<file path="config.mk">
export PLATFORM = sky130hd
export DESIGN_NAME = deadline_timer_queue
export DESIGN_NICKNAME = d
export VERILOG_FILES = /design/src/design/dtq_pkg.sv /design/src/design/deadline_timer_queue.sv /design/src/design/dtq_slot_ram.sv /design/src/design/dtq_cmp_unit.sv
export VERILOG_INCLUDE_DIRS = /design/src /design/src/design
export SDC_FILE = /design/constraint.sdc
export NUM_CORES = 2
export LEC_CHECK = 0
export BUFFER_PORTS_ARGS = -buffer_cell sky130_fd_sc_hd__buf_2
export CAP_MARGIN = 20
export CORE_ASPECT_RATIO = 0.6
export CORE_MARGIN = 8
export CORE_UTILIZATION = 40
export CTS_CLUSTER_SIZE = 30
export DETAILED_ROUTE_END_ITERATION = 16
export REMOVE_ABC_BUFFERS = 1
export SLEW_MARGIN = 20
export SYNTH_ARGS = -nofsm -noshare
export SYNTH_HDL_FRONTEND = slang
export SYNTH_SLANG_ARGS = --single-unit
</file>
<file path="constraint.sdc">
create_clock -name aclk -period 8.6 [get_ports aclk]
set_input_delay 1.29 -clock aclk [delete_from_list [all_inputs] [get_ports aclk]]
set_output_delay 1.29 -clock aclk [all_outputs]
set_load 0.1 [all_outputs]
</file>
<file path="src/design/deadline_timer_queue_assert.svh">
// Assertion macros shared by the timer queue RTL.
`ifndef DEADLINE_TIMER_QUEUE_ASSERT_SVH
`define DEADLINE_TIMER_QUEUE_ASSERT_SVH

// Condition that must hold at every clock edge out of reset.
`define DTQ_ASSERT_ALWAYS(label, cond) \
    label: assert property (@(posedge aclk) disable iff (!aresetn) (cond)) \
        else $error("deadline_timer_queue: invariant violated");

// Consequence that must hold in the same cycle as its cause.
`define DTQ_ASSERT_IMPL(label, pre, post) \
    label: assert property (@(posedge aclk) disable iff (!aresetn) (pre) |-> (post)) \
        else $error("deadline_timer_queue: implication violated");

// Consequence that must hold in the cycle after its cause.
`define DTQ_ASSERT_NEXT(label, pre, post) \
    label: assert property (@(posedge aclk) disable iff (!aresetn) (pre) |=> (post)) \
        else $error("deadline_timer_queue: sequence violated");

`endif

</file>
<file path="src/design/dtq_pkg.sv">
// Types, codes and helpers of the deadline timer queue.
package dtq_pkg;

    localparam int SLOTS_DEFAULT = 16;
    localparam int MAX_RESULTS   = 16;
    localparam int FIRED_W       = $clog2(MAX_RESULTS + 1);
    localparam int TIME_W        = 32;
    localparam int ID_W          = 32;
    localparam int DELAY_W       = 24;
    localparam int ACT_W         = 5;
    localparam int IN_W          = 80;
    localparam int OUT_W         = 40;
    localparam int USER_W        = 2;

    localparam logic [1:0] CMD_TICK   = 2'd0;
    localparam logic [1:0] CMD_ADD    = 2'd1;
    localparam logic [1:0] CMD_CANCEL = 2'd2;
    localparam logic [1:0] CMD_CLEAR  = 2'd3;

    localparam logic [1:0] KIND_FIRED  = 2'd0;
    localparam logic [1:0] KIND_ADD    = 2'd1;
    localparam logic [1:0] KIND_CANCEL = 2'd2;
    localparam logic [1:0] KIND_IDLE   = 2'd3;

    localparam logic [1:0] STAT_OK        = 2'd0;
    localparam logic [1:0] STAT_NOT_FOUND = 2'd1;
    localparam logic [1:0] STAT_FULL      = 2'd2;

    typedef enum logic [2:0] {
        ST_IDLE,
        ST_SCAN,
        ST_DRAIN,
        ST_TDECIDE,
        ST_TFLUSH,
        ST_RESP
    } state_t;

    // Command word as {tdata, tuser}: the command travels in tuser.
    typedef struct packed {
        logic [ID_W-1:0]    target_id;
        logic [DELAY_W-1:0] period;
        logic [DELAY_W-1:0] delay;
        logic [1:0]         command;
    } in_word_t;

    // Result word as {tdata, tuser}: the kind travels in tuser.
    typedef struct packed {
        logic [0:0]       pad;
        logic [ACT_W-1:0] active_count;
        logic [1:0]       status;
        logic [ID_W-1:0]  handle;
        logic [1:0]       kind;
    } out_word_t;

    typedef struct packed {
        logic [ID_W-1:0]    ident;
        logic [TIME_W-1:0]  deadline;
        logic [DELAY_W-1:0] reload;
    } slot_entry_t;

    typedef struct packed {
        logic expired;
        logic older;
        logic id_match;
    } cmp_flags_t;

    function automatic out_word_t make_word(input logic [1:0] kind,
                                            input logic [ID_W-1:0] id,
                                            input logic [1:0] status,
                                            input logic [ACT_W-1:0] count);
        out_word_t w;
        w = '0;
        w.kind         = kind;
        w.handle       = id;
        w.status       = status;
        w.active_count = count;
        return w;
    endfunction

endpackage

</file>
<file path="src/design/deadline_timer_queue.sv">
// Top level of the deadline timer queue: sequencer, slot flags and output register.
//
//  Channel | Ports                          | Word
//  --------+--------------------------------+--------------------------------------------
//  input   | s_tvalid s_tready s_tdata      | delay, period, target_id in tdata;
//          | s_tuser                        | command in tuser
//  result  | m_tvalid m_tready m_tdata      | handle, status, active_count in tdata;
//          | m_tuser m_tlast                | kind in tuser; m_tlast ends a command
//
// Add and cancel walk the slot store once with a single comparator, one slot per cycle,
// and then answer; cancel-all answers without a walk.
// A tick walks the store once per fired timer plus once more to find that nothing is
// left; the final walk is skipped when the count of fired timers reaches 16.
// aresetn is synchronous and active low; it empties the table, sets time to zero and
// the next identifier to one. The store needs no clearing pass, as slot flags gate it.
// A stalled result channel holds the sequencer; the input is taken only when idle.
module deadline_timer_queue #(
    parameter int SLOTS = dtq_pkg::SLOTS_DEFAULT
) (
    input  logic                       aclk,
    input  logic                       aresetn,
    input  logic                       s_tvalid,
    output logic                       s_tready,
    // from bit 0: delay[23:0], period[23:0], target_id[31:0]
    input  logic [dtq_pkg::IN_W-1:0]   s_tdata,
    // from bit 0: command[1:0]
    input  logic [dtq_pkg::USER_W-1:0] s_tuser,
    output logic                       m_tvalid,
    input  logic                       m_tready,
    // from bit 0: handle[31:0], status[1:0], active_count[4:0], zero fill
    output logic [dtq_pkg::OUT_W-1:0]  m_tdata,
    // from bit 0: kind[1:0]
    output logic [dtq_pkg::USER_W-1:0] m_tuser,
    output logic                       m_tlast
);
    import dtq_pkg::*;

    `include "deadline_timer_queue_assert.svh"

    localparam int IDX_W = $clog2(SLOTS);
    localparam int CNT_W = $clog2(SLOTS + 1);

    state_t state_reg, state_next;

    in_word_t    in_word;
    logic [1:0]  cmd_reg, cmd_next;
    logic [DELAY_W-1:0] delay_reg, delay_next;
    logic [DELAY_W-1:0] period_reg, period_next;
    logic [ID_W-1:0]    target_reg, target_next;

    logic [TIME_W-1:0] time_reg, time_next;
    logic [ID_W-1:0]   ident_reg, ident_next;
    logic [SLOTS-1:0]  valid_reg, valid_next;
    logic [SLOTS-1:0]  done_reg, done_next;
    logic [CNT_W-1:0]  cnt_reg, cnt_next;

    logic [IDX_W-1:0] scan_addr_reg, scan_addr_next;
    logic             ev_vld_reg, ev_vld_next;
    logic [IDX_W-1:0] ev_slot_reg, ev_slot_next;

    logic              best_found_reg, best_found_next;
    logic [IDX_W-1:0]  best_slot_reg, best_slot_next;
    logic [TIME_W-2:0] best_age_reg, best_age_next;
    slot_entry_t       best_entry_reg, best_entry_next;

    logic [FIRED_W-1:0] fired_reg, fired_next;
    logic               have_pend_reg, have_pend_next;
    out_word_t          pend_word_reg, pend_word_next;

    logic      out_valid_reg, out_valid_next;
    out_word_t out_word_reg, out_word_next;
    logic      out_last_reg, out_last_next;

    logic        ram_we;
    slot_entry_t ram_wdata;
    slot_entry_t ram_rdata;

    cmp_flags_t        flags;
    logic [TIME_W-2:0] age;
    logic [TIME_W-1:0] sum;
    logic [TIME_W-1:0] add_a, add_b;

    logic              accept, out_free, take;
    logic              slot_v, slot_d;
    logic              emit, emit_last;
    out_word_t         emit_word;
    logic [CNT_W-1:0]  cnt_after;
    logic [DELAY_W-1:0] delay_eff;

    assign in_word  = in_word_t'({s_tdata, s_tuser});
    assign s_tready = (state_reg == ST_IDLE);
    assign accept   = s_tvalid && s_tready;
    assign out_free = !out_valid_reg || m_tready;
    assign m_tvalid = out_valid_reg;
    assign {m_tdata, m_tuser} = out_word_reg;
    assign m_tlast  = out_last_reg;

    assign slot_v    = valid_reg[ev_slot_reg];
    assign slot_d    = done_reg[ev_slot_reg];
    assign delay_eff = (delay_reg == '0) ? DELAY_W'(1) : delay_reg;

    dtq_slot_ram #(
        .DEPTH(SLOTS)
    ) u_ram (
        .aclk  (aclk),
        .we    (ram_we),
        .waddr (best_slot_reg),
        .wdata (ram_wdata),
        .raddr (scan_addr_reg),
        .rdata (ram_rdata)
    );

    // The adder serves the deadline of a new timer and the reload of a fired one.
    always_comb begin
        if (state_reg == ST_RESP) begin
            add_a = time_reg;
            add_b = TIME_W'(delay_eff);
        end else begin
            add_a = best_entry_reg.deadline;
            add_b = TIME_W'(best_entry_reg.reload);
        end
    end

    dtq_cmp_unit u_cmp (
        .now      (time_reg),
        .deadline (ram_rdata.deadline),
        .best_age (best_age_reg),
        .ident    (ram_rdata.ident),
        .target   (target_reg),
        .add_a    (add_a),
        .add_b    (add_b),
        .flags    (flags),
        .age      (age),
        .sum      (sum)
    );

    // Slot under evaluation joins the running choice for the current command.
    always_comb begin
        case (cmd_reg)
            CMD_TICK:   take = slot_v && !slot_d && flags.expired &&
                               (!best_found_reg || flags.older);
            CMD_ADD:    take = !slot_v && !best_found_reg;
            CMD_CANCEL: take = slot_v && flags.id_match && !best_found_reg;
            default:    take = 1'b0;
        endcase
        take = take && ev_vld_reg;
    end

    // Next state.
    always_comb begin
        state_next = state_reg;
        case (state_reg)
            ST_IDLE: begin
                if (accept) begin
                    state_next = (in_word.command == CMD_CLEAR) ? ST_RESP : ST_SCAN;
                end
            end
            ST_SCAN: begin
                if (scan_addr_reg == IDX_W'(SLOTS - 1)) begin
                    state_next = ST_DRAIN;
                end
            end
            ST_DRAIN: begin
                state_next = (cmd_reg == CMD_TICK) ? ST_TDECIDE : ST_RESP;
            end
            ST_TDECIDE: begin
                if (out_free) begin
                    if (best_found_reg && (fired_reg != FIRED_W'(MAX_RESULTS - 1))) begin
                        state_next = ST_SCAN;
                    end else begin
                        state_next = ST_TFLUSH;
                    end
                end
            end
            ST_TFLUSH: begin
                if (out_free) begin
                    state_next = ST_IDLE;
                end
            end
            ST_RESP: begin
                if (out_free) begin
                    state_next = ST_IDLE;
                end
            end
            default: state_next = ST_IDLE;
        endcase
    end

    // Datapath and outputs.
    always_comb begin
        cmd_next        = cmd_reg;
        delay_next      = delay_reg;
        period_next     = period_reg;
        target_next     = target_reg;
        time_next       = time_reg;
        ident_next      = ident_reg;
        valid_next      = valid_reg;
        done_next       = done_reg;
        cnt_next        = cnt_reg;
        scan_addr_next  = scan_addr_reg;
        ev_vld_next     = 1'b0;
        ev_slot_next    = ev_slot_reg;
        best_found_next = best_found_reg;
        best_slot_next  = best_slot_reg;
        best_age_next   = best_age_reg;
        best_entry_next = best_entry_reg;
        fired_next      = fired_reg;
        have_pend_next  = have_pend_reg;
        pend_word_next  = pend_word_reg;
        ram_we          = 1'b0;
        ram_wdata       = best_entry_reg;
        emit            = 1'b0;
        emit_last       = 1'b0;
        emit_word       = pend_word_reg;
        cnt_after       = cnt_reg;

        if (take) begin
            best_found_next = 1'b1;
            best_slot_next  = ev_slot_reg;
            best_age_next   = age;
            best_entry_next = ram_rdata;
        end

        case (state_reg)
            ST_IDLE: begin
                if (accept) begin
                    cmd_next        = in_word.command;
                    delay_next      = in_word.delay;
                    period_next     = in_word.period;
                    target_next     = in_word.target_id;
                    scan_addr_next  = '0;
                    best_found_next = 1'b0;
                    fired_next      = '0;
                    have_pend_next  = 1'b0;
                    if (in_word.command == CMD_TICK) begin
                        time_next = time_reg + TIME_W'(1);
                        done_next = '0;
                    end
                end
            end
            ST_SCAN: begin
                ev_vld_next    = 1'b1;
                ev_slot_next   = scan_addr_reg;
                scan_addr_next = scan_addr_reg + IDX_W'(1);
            end
            ST_TDECIDE: begin
                // A fired result is held back one round, until it is known whether it ends the tick.
                if (out_free && best_found_reg) begin
                    emit      = have_pend_reg;
                    emit_last = 1'b0;
                    emit_word = pend_word_reg;
                    done_next[best_slot_reg] = 1'b1;
                    if (best_entry_reg.reload != '0) begin
                        ram_we             = 1'b1;
                        ram_wdata.deadline = sum;
                    end else begin
                        valid_next[best_slot_reg] = 1'b0;
                        cnt_after = cnt_reg - CNT_W'(1);
                    end
                    cnt_next        = cnt_after;
                    pend_word_next  = make_word(KIND_FIRED, best_entry_reg.ident, STAT_OK,
                                                ACT_W'(cnt_after));
                    have_pend_next  = 1'b1;
                    fired_next      = fired_reg + FIRED_W'(1);
                    scan_addr_next  = '0;
                    best_found_next = 1'b0;
                end
            end
            ST_TFLUSH: begin
                if (out_free) begin
                    emit      = 1'b1;
                    emit_last = 1'b1;
                    emit_word = have_pend_reg ? pend_word_reg :
                                make_word(KIND_IDLE, '0, STAT_OK, ACT_W'(cnt_reg));
                end
            end
            ST_RESP: begin
                if (out_free) begin
                    emit      = 1'b1;
                    emit_last = 1'b1;
                    case (cmd_reg)
                        CMD_ADD: begin
                            if (best_found_reg) begin
                                ram_we    = 1'b1;
                                ram_wdata = '{ident: ident_reg, deadline: sum,
                                              reload: period_reg};
                                valid_next[best_slot_reg] = 1'b1;
                                cnt_after = cnt_reg + CNT_W'(1);
                                cnt_next  = cnt_after;
                                emit_word = make_word(KIND_ADD, ident_reg, STAT_OK,
                                                      ACT_W'(cnt_after));
                                // Identifier zero means no timer and is skipped on wrap.
                                ident_next = ident_reg + ID_W'(1);
                                if (ident_next == '0) begin
                                    ident_next = ID_W'(1);
                                end
                            end else begin
                                emit_word = make_word(KIND_ADD, '0, STAT_FULL,
                                                      ACT_W'(cnt_reg));
                            end
                        end
                        CMD_CANCEL: begin
                            if (best_found_reg) begin
                                valid_next[best_slot_reg] = 1'b0;
                                cnt_after = cnt_reg - CNT_W'(1);
                                cnt_next  = cnt_after;
                                emit_word = make_word(KIND_CANCEL, target_reg, STAT_OK,
                                                      ACT_W'(cnt_after));
                            end else begin
                                emit_word = make_word(KIND_CANCEL, target_reg, STAT_NOT_FOUND,
                                                      ACT_W'(cnt_reg));
                            end
                        end
                        CMD_CLEAR: begin
                            valid_next = '0;
                            cnt_next   = '0;
                            emit_word  = make_word(KIND_CANCEL, '0, STAT_OK, '0);
                        end
                        default: begin
                            emit_word = make_word(KIND_IDLE, '0, STAT_OK, ACT_W'(cnt_reg));
                        end
                    endcase
                end
            end
            default: ;
        endcase

        if (emit) begin
            out_valid_next = 1'b1;
            out_word_next  = emit_word;
            out_last_next  = emit_last;
        end else begin
            out_valid_next = out_valid_reg && !m_tready;
            out_word_next  = out_word_reg;
            out_last_next  = out_last_reg;
        end
    end

    // Control state.
    always_ff @(posedge aclk) begin
        if (!aresetn) begin
            state_reg      <= ST_IDLE;
            time_reg       <= '0;
            ident_reg      <= ID_W'(1);
            valid_reg      <= '0;
            done_reg       <= '0;
            cnt_reg        <= '0;
            ev_vld_reg     <= 1'b0;
            best_found_reg <= 1'b0;
            fired_reg      <= '0;
            have_pend_reg  <= 1'b0;
            out_valid_reg  <= 1'b0;
        end else begin
            state_reg      <= state_next;
            time_reg       <= time_next;
            ident_reg      <= ident_next;
            valid_reg      <= valid_next;
            done_reg       <= done_next;
            cnt_reg        <= cnt_next;
            ev_vld_reg     <= ev_vld_next;
            best_found_reg <= best_found_next;
            fired_reg      <= fired_next;
            have_pend_reg  <= have_pend_next;
            out_valid_reg  <= out_valid_next;
        end
    end

    // Payload registers.
    always_ff @(posedge aclk) begin
        cmd_reg        <= cmd_next;
        delay_reg      <= delay_next;
        period_reg     <= period_next;
        target_reg     <= target_next;
        scan_addr_reg  <= scan_addr_next;
        ev_slot_reg    <= ev_slot_next;
        best_slot_reg  <= best_slot_next;
        best_age_reg   <= best_age_next;
        best_entry_reg <= best_entry_next;
        pend_word_reg  <= pend_word_next;
        out_word_reg   <= out_word_next;
        out_last_reg   <= out_last_next;
    end

    // The held-timer count always agrees with the slot flags.
    `DTQ_ASSERT_ALWAYS(a_count_matches_flags, cnt_reg == CNT_W'($countones(valid_reg)))
    // An accepted word always starts work, so the input closes on the next cycle.
    `DTQ_ASSERT_NEXT(a_accept_closes_input, s_tvalid && s_tready, !s_tready)
    // A fired timer always carries a real identifier.
    `DTQ_ASSERT_IMPL(a_fired_id_nonzero, m_tvalid && (m_tuser == KIND_FIRED), m_tdata[ID_W-1:0] != '0)

endmodule

</file>
<file path="src/design/dtq_slot_ram.sv">
// Slot store: identifier, deadline and reload of each timer, registered read.
module dtq_slot_ram #(
    parameter int DEPTH = dtq_pkg::SLOTS_DEFAULT
) (
    input  logic                     aclk,
    input  logic                     we,
    input  logic [$clog2(DEPTH)-1:0] waddr,
    input  dtq_pkg::slot_entry_t     wdata,
    input  logic [$clog2(DEPTH)-1:0] raddr,
    output dtq_pkg::slot_entry_t     rdata
);
    import dtq_pkg::*;

    slot_entry_t mem [DEPTH];
    slot_entry_t rdata_reg;

    always_ff @(posedge aclk) begin
        if (we) begin
            mem[waddr] <= wdata;
        end
    end

    always_ff @(posedge aclk) begin
        rdata_reg <= mem[raddr];
    end

    assign rdata = rdata_reg;

endmodule

</file>
<file path="src/design/dtq_cmp_unit.sv">
// Shared arithmetic unit: wrap-aware age, ordering, identifier match and deadline sum.
module dtq_cmp_unit (
    input  logic [dtq_pkg::TIME_W-1:0] now,
    input  logic [dtq_pkg::TIME_W-1:0] deadline,
    input  logic [dtq_pkg::TIME_W-2:0] best_age,
    input  logic [dtq_pkg::ID_W-1:0]   ident,
    input  logic [dtq_pkg::ID_W-1:0]   target,
    input  logic [dtq_pkg::TIME_W-1:0] add_a,
    input  logic [dtq_pkg::TIME_W-1:0] add_b,
    output dtq_pkg::cmp_flags_t        flags,
    output logic [dtq_pkg::TIME_W-2:0] age,
    output logic [dtq_pkg::TIME_W-1:0] sum
);
    import dtq_pkg::*;

    logic [TIME_W-1:0] diff;

    // A timer has expired when now minus deadline lands in the lower half of the range.
    always_comb begin
        diff           = now - deadline;
        age            = diff[TIME_W-2:0];
        flags.expired  = ~diff[TIME_W-1];
        flags.older    = diff[TIME_W-2:0] > best_age;
        flags.id_match = (ident == target);
        sum            = add_a + add_b;
    end

endmodule

</file>
==> reports/results.txt <==
Status -> complete, no violations
# Post-CTS Setup Buffers -> 0
Post-Synth Adder-Cell Area -> 1.63%
WP data arrival -> 6.71 ns
Max FFs per register -> 1408
Core footprint -> 191000 um2
Slowest cell on crit path -> a2111oi_0
CTS resizes -> 0
Via count -> 41600
Non-filler cells, final -> 7292
Req. time, crit path -> 9.03 ns
Post-place setup slack -> 2.43 ns
Cells after DPL -> 6950
Worst Reg-to-Reg Cells -> 20
Mapped Cells -> 4444
Clk_lat worst skew -> 0.82 ns
First-pass GRT wire length -> 288000 um
Setup crit start kind -> flop
DRT Wirelength -> 197000 um
Post-synthesis mux area share -> 13.4%
P_leak -> 28.7 nW
Mean Syn Cell Area -> 17.3 um2
RSZ-0062 raised after global routing -> false
Ranking of synthesized cells by area -> edfxtp_1 (66%), mux4_2 (13%), dfxtp_1 (5.2%), nand2_1 (2.4%), ha_1 (1.6%)
Final min period -> 6.28 ns
Fin worst setup slack -> 2.32 ns
Slew at the pin closest to its max-slew limit -> 1.17 ns
Async S/R FF share, synth -> 0%
CTS tree -> built
Placer congestion estimate -> 0.846
Post-route clock skew -> 0.0576 ns
Fill count -> 16100
Number of synthesized flops with an enable pin -> 1700
Max Clk Rate -> 159 MHz
Hold/Removal Path Class -> reg -> reg
Hold Path Stages -> 0
Final core utilization -> 45.7%
Die X -> 582 um
Simple-gate share of the synthesized area -> 6.05%
Internal -> 18.0 mW
P_sw -> 7.07 mW
Largest area contributor in the netlist -> edfxtp_1
Crit end category -> flop
Unique masters post-synth -> 82
CP Cell Sequence -> inv_1, ha_1, inv_1, fa_1, a211oi_1, o21a_1, o211ai_1, a21oi_1, o21ai_0, and3_1, a2111oi_0, ha_1, nand4_1, nor2_1, nand4_1, nand4_1, a2111o_1, nor4_2, or3b_4, buf_4
Commonest cells after routing, fill and taps aside -> edfxtp_1 (1700), nand2_1 (485), mux4_2 (445)
Max Cap Viol -> 0
DR DRC count -> 0
Pins Over Slew Limit -> 0
Drt via density -> 5.70
CTS buffer count -> 179
Iteration-0 DRC count of the detailed router -> 5199
Routed Antenna Nets -> 0
# hold bufs at CTS -> 0
Pwr Total -> 25.1 mW
Top FF cell, synth -> edfxtp_1
H-tree Lvls -> 4
Largest family of logic cells by synthesized area -> multiplexers
Post-layout nets -> 4797
Synth Area in Compound Gates -> 4.06%
Share of layout cells above drive strength 1 -> 20.9%
Max IR drop VDD -> 0.235 mV
Power density over the cells -> 288 nW/um2
Largest net degree at the start of global routing -> 135
Flop pwr share -> 44.1%
Initial antenna violation count -> 11
Final HPWL DP -> 111000 um
Post-synthesis xor/xnor area fraction -> 1.59%
Area Overhead vs Synth -> 13.3%
Crit-path max FO -> 32
Slew HR -> 22.0%
Post-route cell area -> 87100 um2
Min-Delay Startpoint -> u_ram.rdata[16]$_DFF_P_
I/O pins -> 131
Clock Sinks -> 1901
Die Y-Extent -> 356 um
Clk pwr share -> 32.6%
Area of the mapped netlist -> 76900 um2
Final period util -> 73.1%
Clk buf depth -> 3
Initial Utilization -> 40.3%
GRT Total Usage -> 18.7%
Crit Path Class -> reg -> reg
Combinational fraction of design power -> 23.2%
Port Buffers -> 129
Site Rows -> 124
Most frequent CP cell -> nand4_1
Drt wl/cell -> 27.0 um
Full die area -> 207000 um2
Top cell type's share of synthesized area -> 66.4%
Post-synthesis register bit count -> 1901
Most common cell after layout, fill and taps aside -> edfxtp_1
Gr ovfl total -> 0
Clock slew at reported path FFs -> 0.06 ns
CP Launch Point -> time_reg[0]$_SDFFE_PN0P_
Worst R2R Start -> time_reg[0]$_SDFFE_PN0P_
Final Hold Viols -> 0
Final setup viols -> 0
Dpl cell area -> 80900 um2
Yosys warnings -> 0
Switching Fraction -> 28.2%
Vias in the first global route -> 40700
CTS Root Cell -> clkbuf_16
Seq/Total Area, Yosys -> 71.6%
First-pass DRT Iterations -> 6
CP peak stage delay -> 0.67 ns
path summary, 6_finish.rpt:
path                             endpoint  slack, ns
max          best_entry_reg[68]$_DFFE_PP_       2.32
max reg2reg  best_entry_reg[68]$_DFFE_PP_       2.32
min          best_entry_reg[16]$_DFFE_PP_       0.39
min reg2reg  best_entry_reg[16]$_DFFE_PP_       0.39
final cells by class:
type	instances	area, um2	share of cell area, %
Timing Repair Buffer	217	1610	1.85
Sequential cell	1901	55100	63.2
Inverter	106	400	0.460
Multi-Input combinational cell	2207	20800	23.8
Clock buffer	254	5030	5.78
Clock inverter	85	1070	1.23
Tap cell	2520	3150	3.62
Antenna cell	2	5.00	0.00575
cell usage after synthesis (18+ instances only):
master,n
nor2b_1,21
nor3_1,41
nor4_1,26
xnor2_1,89
inv_1,104
xor2_1,51
edfxtp_1,1700
and3_1,20
buf_1,43
ha_1,97
clkbuf_1,165
and2_1,66
mux4_2,445
dfxtp_1,201
a211oi_1,18
nand4_1,39
a21o_1,31
a22oi_1,34
a21oi_1,126
o21ai_0,141
nand3_1,67
nand2_1,485
nor2_1,174
layer usage:
metal,global-route usage (%),wire [um],vias to the layer above
met2,27.0,85000,1735
met3,4.57,17700,261
li1,-,-,17900
met5,0,0,-
met1,28.4,90100,21700
met4,4.63,4350,0
metrics by stage:
step,hold WS (ns),TNS (ns)
after CTS,0.386,0
final,0.388,0
after floorplan,0.386,-2033.92
after global placement,0.387,0
after global routing,0.401,0
after detailed placement,0.390,0
worst max-delay path: cells and delay by family, from the launching register on:
kind	cells	cell delay, ns
flops	1	0.34
buf+inv	3	0.77
simple gates	7	1.35
compound gates	7	2.37
fa+ha+maj	3	0.99
power by group through the flow:
stage	registers (mW)	logic (mW)	clock network (mW)
after floorplan	11.9	4.52	0
after global placement	11.3	5.83	0
after detailed placement	11.3	5.86	0
after CTS	11.1	5.89	8.34
after global routing	11.1	6.26	8.70
final	11.1	5.83	8.19
kinds of logic after synthesis:
| kind of cell | count (synthesis) |
|---|---|
| flip-flops | 1901 |
| AND/OR/NAND/NOR | 1012 |
| AO/OA/AOI/OAI | 492 |
| multiplexers | 463 |
| buffers and inverters | 336 |
| XOR/XNOR | 140 |
| adder cells (fa/ha/maj) | 99 |
| other | 1 |
No activity file was read; power rests on OpenSTA's default activity.
